--- config.mk ---
export PLATFORM = sky130hd
export DESIGN_NAME = three_channel_square_tone_generator
export DESIGN_NICKNAME = d
export VERILOG_FILES = /design/src/hdl/sqtg_pkg.sv /design/src/hdl/three_channel_square_tone_generator.sv
export SDC_FILE = /design/constraint.sdc
export NUM_CORES = 2
export LEC_CHECK = 0
export BUFFER_PORTS_ARGS = -buffer_cell sky130_fd_sc_hd__buf_2
export CAP_MARGIN = 25
export CORE_MARGIN = 10
export CORE_UTILIZATION = 60
export CTS_BUF_LIST = sky130_fd_sc_hd__clkbuf_16
export DETAILED_ROUTE_END_ITERATION = 10
export PLACE_DENSITY = 0.79
export SYNTH_ARGS = -nofsm -noshare
export SYNTH_HDL_FRONTEND = slang
export SYNTH_SLANG_ARGS = --single-unit
--- constraint.sdc ---
create_clock -name clk -period 8.1 [get_ports clk]
set_clock_uncertainty 0.05 [all_clocks]
set_input_delay 1.62 -clock clk [delete_from_list [all_inputs] [get_ports clk]]
set_output_delay 1.62 -clock clk [all_outputs]
set_load 0.01 [all_outputs]
--- src/hdl/sqtg_pkg.sv ---
// ----------------------------------------------------------------------------
// sqtg_pkg
// Shared types, constants and the volume level table of the square tone
// generator.
// ----------------------------------------------------------------------------
package sqtg_pkg;

	localparam int RATE_W    = 24;
	localparam int SCALE_W   = 10;
	localparam int PERIOD_W  = 12;
	localparam int VOL_W     = 4;
	localparam int LEVEL_W   = 13;
	localparam int SAMPLE_W  = 16;
	localparam int SEL_W     = 4;
	localparam int OP_W      = 2;
	localparam int BYTE_W    = 8;
	localparam int CFG_IDX_W = 2;
	localparam int CNT_W     = 5;

	localparam int FREQ_SHIFT_DEF = 4;
	localparam int CHANNELS_DEF   = 3;

	localparam logic [RATE_W-1:0]  RATE_RST  = RATE_W'(650);
	localparam logic [SCALE_W-1:0] SCALE_RST = SCALE_W'(16);

	localparam logic [OP_W-1:0] OP_SELECT = 2'd0;
	localparam logic [OP_W-1:0] OP_WRITE  = 2'd1;
	localparam logic [OP_W-1:0] OP_SAMPLE = 2'd2;

	localparam logic [CFG_IDX_W-1:0] CFG_RATE   = 2'd0;
	localparam logic [CFG_IDX_W-1:0] CFG_SCALE  = 2'd1;
	localparam logic [CFG_IDX_W-1:0] CFG_ENABLE = 2'd2;

	localparam logic [SEL_W-1:0] REG_TONE_DIS = 4'd7;
	localparam int               REG_VOL_BASE = 8;

	typedef enum logic [3:0] {
		ST_IDLE,
		ST_CHECK,
		ST_CH_LOAD,
		ST_CMP,
		ST_DIV1,
		ST_POST,
		ST_MUL,
		ST_DIV2,
		ST_ACC,
		ST_NEXT,
		ST_OUT
	} state_t;

	function automatic logic [LEVEL_W-1:0] level_of(input logic [VOL_W-1:0] idx);
		logic [LEVEL_W-1:0] lv;
		case (idx)
			4'd0:    lv = 13'd46;
			4'd1:    lv = 13'd65;
			4'd2:    lv = 13'd92;
			4'd3:    lv = 13'd130;
			4'd4:    lv = 13'd183;
			4'd5:    lv = 13'd259;
			4'd6:    lv = 13'd366;
			4'd7:    lv = 13'd517;
			4'd8:    lv = 13'd730;
			4'd9:    lv = 13'd1031;
			4'd10:   lv = 13'd1457;
			4'd11:   lv = 13'd2057;
			4'd12:   lv = 13'd2906;
			4'd13:   lv = 13'd4105;
			4'd14:   lv = 13'd5799;
			default: lv = 13'd8191;
		endcase
		return lv;
	endfunction

endpackage

--- src/hdl/three_channel_square_tone_generator.sv ---
// ----------------------------------------------------------------------------
// three_channel_square_tone_generator
// Three square tone channels behind a select/data register pair; a sample
// request averages each channel over one sample interval and sums them.
// ----------------------------------------------------------------------------
// Select and write transfers complete when accepted. A sample runs ST_CHECK,
// then per channel ST_CH_LOAD, ST_CMP if it is active and, on a half-period
// crossing, the shared restoring divider (one quotient bit a cycle: 24 steps
// for the crossing count, 13 for the rounded average), ST_NEXT; last ST_OUT.
// Input is not ready while a sample is in work. arst_n clears the tone
// registers, timers and phases; rate 650, scale 16, sound enabled.
module three_channel_square_tone_generator #(
	parameter int FREQ_SHIFT = sqtg_pkg::FREQ_SHIFT_DEF,
	parameter int CHANNELS   = sqtg_pkg::CHANNELS_DEF
) (
	input  logic                              clk,
	input  logic                              arst_n,
	input  logic                              s_tvalid,
	output logic                              s_tready,
	input  logic [sqtg_pkg::BYTE_W-1:0]       s_tdata,   // [7:0] data
	input  logic [sqtg_pkg::OP_W-1:0]         s_tuser,   // [1:0] opcode
	output logic                              m_tvalid,
	input  logic                              m_tready,
	output logic [sqtg_pkg::SAMPLE_W-1:0]     m_tdata,   // [15:0] sample
	input  logic                              cfg_we,
	input  logic [sqtg_pkg::CFG_IDX_W-1:0]    cfg_addr,
	input  logic [sqtg_pkg::RATE_W-1:0]       cfg_wdata
);
	import sqtg_pkg::*;

	localparam int HW     = 13 + FREQ_SHIFT + SCALE_W;
	localparam int P1_W   = 13 + FREQ_SHIFT;
	localparam int DW     = ((HW > RATE_W) ? HW : RATE_W) + 1;
	localparam int SW     = DW + 2;
	localparam int PROD_W = LEVEL_W + RATE_W;
	localparam int CW     = (CHANNELS > 1) ? $clog2(CHANNELS) : 1;

	state_t state_q, state_d;

	logic [RATE_W-1:0]   rate_q;
	logic [SCALE_W-1:0]  scale_q;
	logic                en_q;
	logic [SEL_W-1:0]    sel_q;
	logic [PERIOD_W-1:0] period_q [CHANNELS];
	logic                on_q     [CHANNELS];
	logic [VOL_W-1:0]    vol_q    [CHANNELS];
	logic [HW-1:0]       timer_q  [CHANNELS];
	logic                phase_q  [CHANNELS];

	logic [CW-1:0]       ch_q;
	logic [HW-1:0]       half_q;
	logic [HW-1:0]       t_q;
	logic [DW-1:0]       rem_q;
	logic [DW-1:0]       dvs_q;
	logic [RATE_W-1:0]   dq_q;
	logic [CNT_W-1:0]    cnt_q;
	logic [RATE_W-1:0]   mag_q;
	logic                neg_q;
	logic signed [SAMPLE_W-1:0] acc_q;
	logic [SAMPLE_W-1:0] out_q;
	logic                mvalid_q;

	logic                in_xfer;
	logic                out_load;
	logic                any_act;
	logic [CHANNELS-1:0] act;
	logic [RATE_W-1:0]   rate_eff;
	logic [SCALE_W-1:0]  scale_eff;
	logic [P1_W-1:0]     p1_sh;
	logic [HW-1:0]       half_d;
	logic [LEVEL_W-1:0]  level;
	logic                ge_rate;
	logic [DW-1:0]       shifted;
	logic [DW:0]         trial;
	logic                qbit;
	logic [DW-1:0]       last;
	logic signed [SW-1:0] inner;
	logic signed [SW-1:0] inner_abs;
	logic                sum_neg;
	logic [PROD_W-1:0]   prod;
	logic [SAMPLE_W-1:0] amp;

	assign in_xfer   = s_tvalid && s_tready;
	assign rate_eff  = (rate_q == '0) ? RATE_W'(1) : rate_q;
	assign scale_eff = (scale_q == '0) ? SCALE_W'(1) : scale_q;

	always_comb begin
		for (int i = 0; i < CHANNELS; i++) begin
			act[i] = on_q[i] && (period_q[i] != '0);
		end
	end
	assign any_act = |act;

	// per-channel operands
	assign p1_sh   = P1_W'(period_q[ch_q] + PERIOD_W'(0) + 13'd1) << FREQ_SHIFT;
	assign half_d  = HW'(p1_sh) * HW'(scale_eff);
	assign level   = level_of(vol_q[ch_q]);
	assign ge_rate = DW'(t_q) >= DW'(rate_eff);

	// shared restoring divide step
	assign shifted = {rem_q[DW-2:0], dq_q[RATE_W-1]};
	assign trial   = {1'b0, shifted} - {1'b0, dvs_q};
	assign qbit    = !trial[DW];

	// crossing result: rem = (dist-1) mod half, dq_q[0] = parity of (dist-1)/half
	assign last = rem_q + DW'(1);
	always_comb begin
		if (dq_q[0]) begin
			inner = $signed(SW'(t_q)) + $signed(SW'(last)) - $signed(SW'(half_q));
		end else begin
			inner = $signed(SW'(t_q)) - $signed(SW'(last));
		end
		inner_abs = (inner < 0) ? -inner : inner;
		sum_neg   = phase_q[ch_q] ? (inner < 0) : (inner > 0);
	end

	assign prod = PROD_W'(level) * PROD_W'(mag_q) + PROD_W'(rate_eff >> 1);
	assign amp  = SAMPLE_W'(dq_q[LEVEL_W-1:0]);

	// next state
	always_comb begin
		state_d = state_q;
		case (state_q)
			ST_IDLE: begin
				if (in_xfer && s_tuser == OP_SAMPLE) state_d = ST_CHECK;
			end
			ST_CHECK: begin
				state_d = (en_q && any_act) ? ST_CH_LOAD : ST_OUT;
			end
			ST_CH_LOAD: begin
				state_d = act[ch_q] ? ST_CMP : ST_NEXT;
			end
			ST_CMP: begin
				state_d = ge_rate ? ST_NEXT : ST_DIV1;
			end
			ST_DIV1: begin
				if (cnt_q == CNT_W'(1)) state_d = ST_POST;
			end
			ST_POST: begin
				state_d = ST_MUL;
			end
			ST_MUL: begin
				state_d = ST_DIV2;
			end
			ST_DIV2: begin
				if (cnt_q == CNT_W'(1)) state_d = ST_ACC;
			end
			ST_ACC: begin
				state_d = ST_NEXT;
			end
			ST_NEXT: begin
				state_d = (ch_q == CW'(CHANNELS - 1)) ? ST_OUT : ST_CH_LOAD;
			end
			ST_OUT: begin
				if (out_load) state_d = ST_IDLE;
			end
			default: state_d = ST_IDLE;
		endcase
	end

	// outputs
	always_comb begin
		s_tready = (state_q == ST_IDLE);
		out_load = (state_q == ST_OUT) && (!mvalid_q || m_tready);
	end

	assign m_tvalid = mvalid_q;
	assign m_tdata  = out_q;

	always_ff @(posedge clk or negedge arst_n) begin
		if (!arst_n) begin
			state_q <= ST_IDLE;
		end else begin
			state_q <= state_d;
		end
	end

	always_ff @(posedge clk or negedge arst_n) begin
		if (!arst_n) begin
			mvalid_q <= 1'b0;
		end else if (out_load) begin
			mvalid_q <= 1'b1;
		end else if (m_tready) begin
			mvalid_q <= 1'b0;
		end
	end

	always_ff @(posedge clk) begin
		if (out_load) begin
			out_q <= acc_q;
		end
	end

	// register file and channel state
	always_ff @(posedge clk or negedge arst_n) begin
		if (!arst_n) begin
			rate_q  <= RATE_RST;
			scale_q <= SCALE_RST;
			en_q    <= 1'b1;
			sel_q   <= '0;
			for (int i = 0; i < CHANNELS; i++) begin
				period_q[i] <= '0;
				on_q[i]     <= 1'b0;
				vol_q[i]    <= '0;
				timer_q[i]  <= '0;
				phase_q[i]  <= 1'b0;
			end
		end else begin
			if (in_xfer && s_tuser == OP_SELECT) begin
				sel_q <= s_tdata[SEL_W-1:0];
			end
			if (in_xfer && s_tuser == OP_WRITE) begin
				for (int i = 0; i < CHANNELS; i++) begin
					if (sel_q == SEL_W'(2 * i)) period_q[i][7:0] <= s_tdata;
					if (sel_q == SEL_W'(2 * i + 1)) period_q[i][11:8] <= s_tdata[3:0];
					if (sel_q == REG_TONE_DIS) on_q[i] <= !s_tdata[i];
					if (sel_q == SEL_W'(REG_VOL_BASE + i)) vol_q[i] <= s_tdata[VOL_W-1:0];
				end
			end
			if (state_q == ST_CMP && ge_rate) begin
				timer_q[ch_q] <= t_q - HW'(rate_eff);
			end
			if (state_q == ST_POST) begin
				timer_q[ch_q] <= half_q - HW'(last);
				phase_q[ch_q] <= phase_q[ch_q] ^ !dq_q[0];
			end
			if (cfg_we) begin
				case (cfg_addr)
					CFG_RATE:   rate_q  <= cfg_wdata;
					CFG_SCALE:  scale_q <= cfg_wdata[SCALE_W-1:0];
					CFG_ENABLE: en_q    <= cfg_wdata[0];
					default: ;
				endcase
				if (cfg_addr == CFG_RATE || cfg_addr == CFG_SCALE) begin
					for (int i = 0; i < CHANNELS; i++) begin
						timer_q[i] <= '0;
						phase_q[i] <= 1'b0;
					end
				end
			end
		end
	end

	// sequencer working registers
	always_ff @(posedge clk or negedge arst_n) begin
		if (!arst_n) begin
			ch_q  <= '0;
			cnt_q <= '0;
		end else begin
			case (state_q)
				ST_CHECK: ch_q <= '0;
				ST_CMP:   cnt_q <= CNT_W'(RATE_W);
				ST_MUL:   cnt_q <= CNT_W'(LEVEL_W);
				ST_DIV1,
				ST_DIV2:  cnt_q <= cnt_q - CNT_W'(1);
				ST_NEXT: begin
					if (ch_q != CW'(CHANNELS - 1)) ch_q <= ch_q + CW'(1);
				end
				default: ;
			endcase
		end
	end

	always_ff @(posedge clk) begin
		case (state_q)
			ST_CHECK: begin
				acc_q <= '0;
			end
			ST_CH_LOAD: begin
				half_q <= half_d;
				t_q    <= timer_q[ch_q];
			end
			ST_CMP: begin
				if (ge_rate) begin
					acc_q <= phase_q[ch_q] ? acc_q + $signed(SAMPLE_W'(level))
					                       : acc_q - $signed(SAMPLE_W'(level));
				end
				rem_q <= '0;
				dvs_q <= DW'(half_q);
				dq_q  <= rate_eff - RATE_W'(t_q) - RATE_W'(1);
			end
			ST_DIV1,
			ST_DIV2: begin
				rem_q <= qbit ? trial[DW-1:0] : shifted;
				dq_q  <= {dq_q[RATE_W-2:0], qbit};
			end
			ST_POST: begin
				mag_q <= inner_abs[RATE_W-1:0];
				neg_q <= sum_neg;
			end
			ST_MUL: begin
				rem_q <= DW'(prod[PROD_W-1:LEVEL_W]);
				dq_q  <= {prod[LEVEL_W-1:0], (RATE_W - LEVEL_W)'(0)};
				dvs_q <= DW'(rate_eff);
			end
			ST_ACC: begin
				acc_q <= neg_q ? acc_q - $signed(amp) : acc_q + $signed(amp);
			end
			default: ;
		endcase
	end

endmodule

==> results by group <==
Run status
  – Outcome: finished, violations left
  – Failing checks: negative setup slack

Finish
  – Diode count: 0
  – Finished Layout Cells: 5759
  – Fillers: 5511
  – Syn-to-layout area delta: 9.923%
  – Commonest non-fill, non-tap cell in the layout: inv_1
  – Most frequent cells in the layout: inv_1, nand2_1, fa_1
  – Layout Nets: 5548
  – Layout cells sized above 1: 0.1118

Place
  – GPL Wtd Cong: 0.9954
  – Dpl ws: -300.5 ps
  – Port Buf Inserts: 58
  – Placed cells: 5653
  – DP Wirelength: 94.24 mm

Logic synthesis
  – Yosys top cell by area: fa_1
  – Syn nets: 5459
  – Synth warn: 0
  – Syn Inst Count: 4698
  – Sequential element share of the synthesized area: 0.2415
  – Async set-reset flop share out of synthesis: 0.5000
  – Synth unique cells: 97
  – Synthesized cell area: 0.04243 sq mm
  – Average size of a mapped cell: 9.031 sq um
  – Post-synthesis register bit count: 372
  – Post-synth EDFFs: 186
  – Synth area leaders: fa_1, edfxtp_1, dfrtp_1
  – Top_reg_cell synth: edfxtp_1
  – Post-synth top area share: 0.1765

STA
  – Final worst setup slack: -135.2 ps
  – Actual slew at the worst max-slew pin: 1048 ps
  – # setup viols final: 3
  – Fmax achieved: 0.1214 GHz
  – RSZ-0062 raised after global routing: true
  – Final Hold Vio Count: 0
  – Tcrit/Tclk final: 1.017
  – Setup TNS: -287.1 ps
  – Max-slew violations: 0
  – Hold_ws: 416.2 ps
  – Slew Limit Headroom: 0.3015
  – Min Tclk post-route: 8235 ps

Clock tree
  – Clk sinks: 372
  – Number of buffers created by CTS: 42
  – Maximum root-to-sink buffer count: 3
  – TritonCTS clock tree: yes
  – H-Tree Depth: 2
  – Worst-skew pair later-pin latency: 580 ps
  – CTS clock-pin slew for the worst setup and hold paths: 70 ps
  – Clk root buf: clkbuf_16
  – # hold bufs at CTS: 0

Global routing
  – Global-route wire length before repair: 191.6 mm
  – Gr usage total: 0.2904
  – Vias in the first global route: 35200
  – Largest net degree at the start of global routing: 97
  – Initial antenna violation count: 7
  – Total grt overflow: 0

Floorplan
  – Initial Util: 0.6059
  – I/O pin total: 59
  – Die span in x: 285.9 microns
  – Row count: 97
  – Core area: 0.07003 sq mm
  – Die ar.: 0.08175 sq mm
  – Die H: 285.9 microns

Route
  – Antenna Nets Post-Route: 0
  – Post-Route WL: 119.7 mm
  – First-pass DRT Iterations: 6
  – Vias/cell: 6.113
  – Routed WL per cell: 20.78 microns
  – Via count: 35200
  – First DRT Iteration DRCs: 3379
  – DRC: 0

Worst setup path
  – Crit. End Element: register
  – Critical path data required time: 8350 ps
  – Startpoint Class: register
  – R2r setup slk: -140 ps
  – Slowest-stage cell, CP: fa_1
  – WP data arrival: 8480 ps
  – WP buf/inv: 8
  – Top delay family on crit path: adder cells
  – Crit path max fanout: 11
  – Crit-path most repeated cell: fa_1
  – Kind of critical path: reg -> reg
  – Max incr delay on CP: 560 ps

Worst hold path
  – Worst min-delay path class: reg -> reg

Run
  – Max_cap viols: 0
[worst register-to-register path: cells and delay by family, from the launching register on]
kind / cells / cell delay (ps)
and+or+nand+nor: 6 / 1140
buffers and inverters: 8 / 880
AOI/OAI and AO/OA: 9 / 1620
DFF: 1 / 490
adders and majority gates: 8 / 3630
xor gates and xnor gates: 1 / 150
[cell usage after synthesis, types with 106 or more instances]
cell type	n
and2_1	175
inv_1	554
edfxtp_1	186
nor2_1	272
xnor2_1	172
clkbuf_1	190
mux2i_1	144
a21oi_1	235
nand2_1	525
xor2_1	106
dfrtp_1	180
o21ai_0	255
fa_1	374
ha_1	346
[area by class of cell]
type / count / area, sq um / area share
Tap cell: 940 / 1176 / 0.02522
Clock buffer: 43 / 1076 / 0.02307
Inverter: 556 / 2087 / 0.04475
Timing Repair Buffer: 272 / 2062 / 0.04421
Multi-Input combinational cell: 3543 / 29790 / 0.6388
Clock inverter: 33 / 192.7 / 0.004131
Sequential cell: 372 / 10250 / 0.2198
[cell families (layout without fill, tap and decap cells)]
logic type,count (synthesis),after routing,synth area share
buf+inv,783,904,0.07013
mux,217,217,0.05344
xor+xnor,279,279,0.05777
simple gates,1348,1348,0.1504
fa+ha+maj,722,722,0.2790
compound gates,977,977,0.1477
flops,372,372,0.2415
[per-stage QoR]
step	cell area (sq um)	utilization
6_report	46640	0.6660
2_1_floorplan	42560	-
3_5_place_dp	44720	0.6385
4_1_cts	46330	0.6616
5_1_grt	46640	0.6660
3_3_place_gp	44720	0.6385
[registers in the layout, summed over array words and instances, names as in the netlist, 2 cells and up]
register	flops
timer_q	81
period_q	36
rem_q	28
dvs_q	27
t_q	27
dq_q	24
mag_q	24
rate_q	24
half_q	23
acc_q	16
m_tdata	16
vol_q	12
scale_q	10
cnt_q	5
sel_q	4
state_q	4
on_q	3
phase_q	3
ch_q	2
[repair_timing]
action | CTS | global route
buffers inserted | 18 | 8
gates resized for setup | 42 | 60
pin swaps | 29 | 23
cloned | 1 | 1
setup endpoints to repair | 10 | 19
[metal layers]
metal / vias to the layer above / wire, microns / GRT usage
met5: - / 27 / 0
met1: 17360 / 49900 / 0.3947
met2: 1506 / 56700 / 0.4781
li1: 16100 / - / -
met4: 4 / 3288 / 0.08041
met3: 236 / 9737 / 0.04480
[path summary, 6_finish.rpt]
check                                        from                  endpoint  cells after the start
setup / recovery              ch_q[0]$_DFFE_PN0P_       rem_q[22]$_DFFE_PP_                     32
hold / removal             acc_q[2]$_SDFFCE_PN0P_      m_tdata[2]$_DFFE_PP_                      0
setup reg to reg              ch_q[0]$_DFFE_PN0P_       rem_q[22]$_DFFE_PP_                     32
hold reg to reg            acc_q[2]$_SDFFCE_PN0P_      m_tdata[2]$_DFFE_PP_                      0
max in group asynchronous                  arst_n       ch_q[0]$_DFFE_PN0P_                      2
min in group asynchronous                  arst_n  period_q[24]$_DFFE_PN0P_                      1
Power is not shown: default switching activity piles up to over one toggle a cycle in this logic, so the estimate is an artifact.
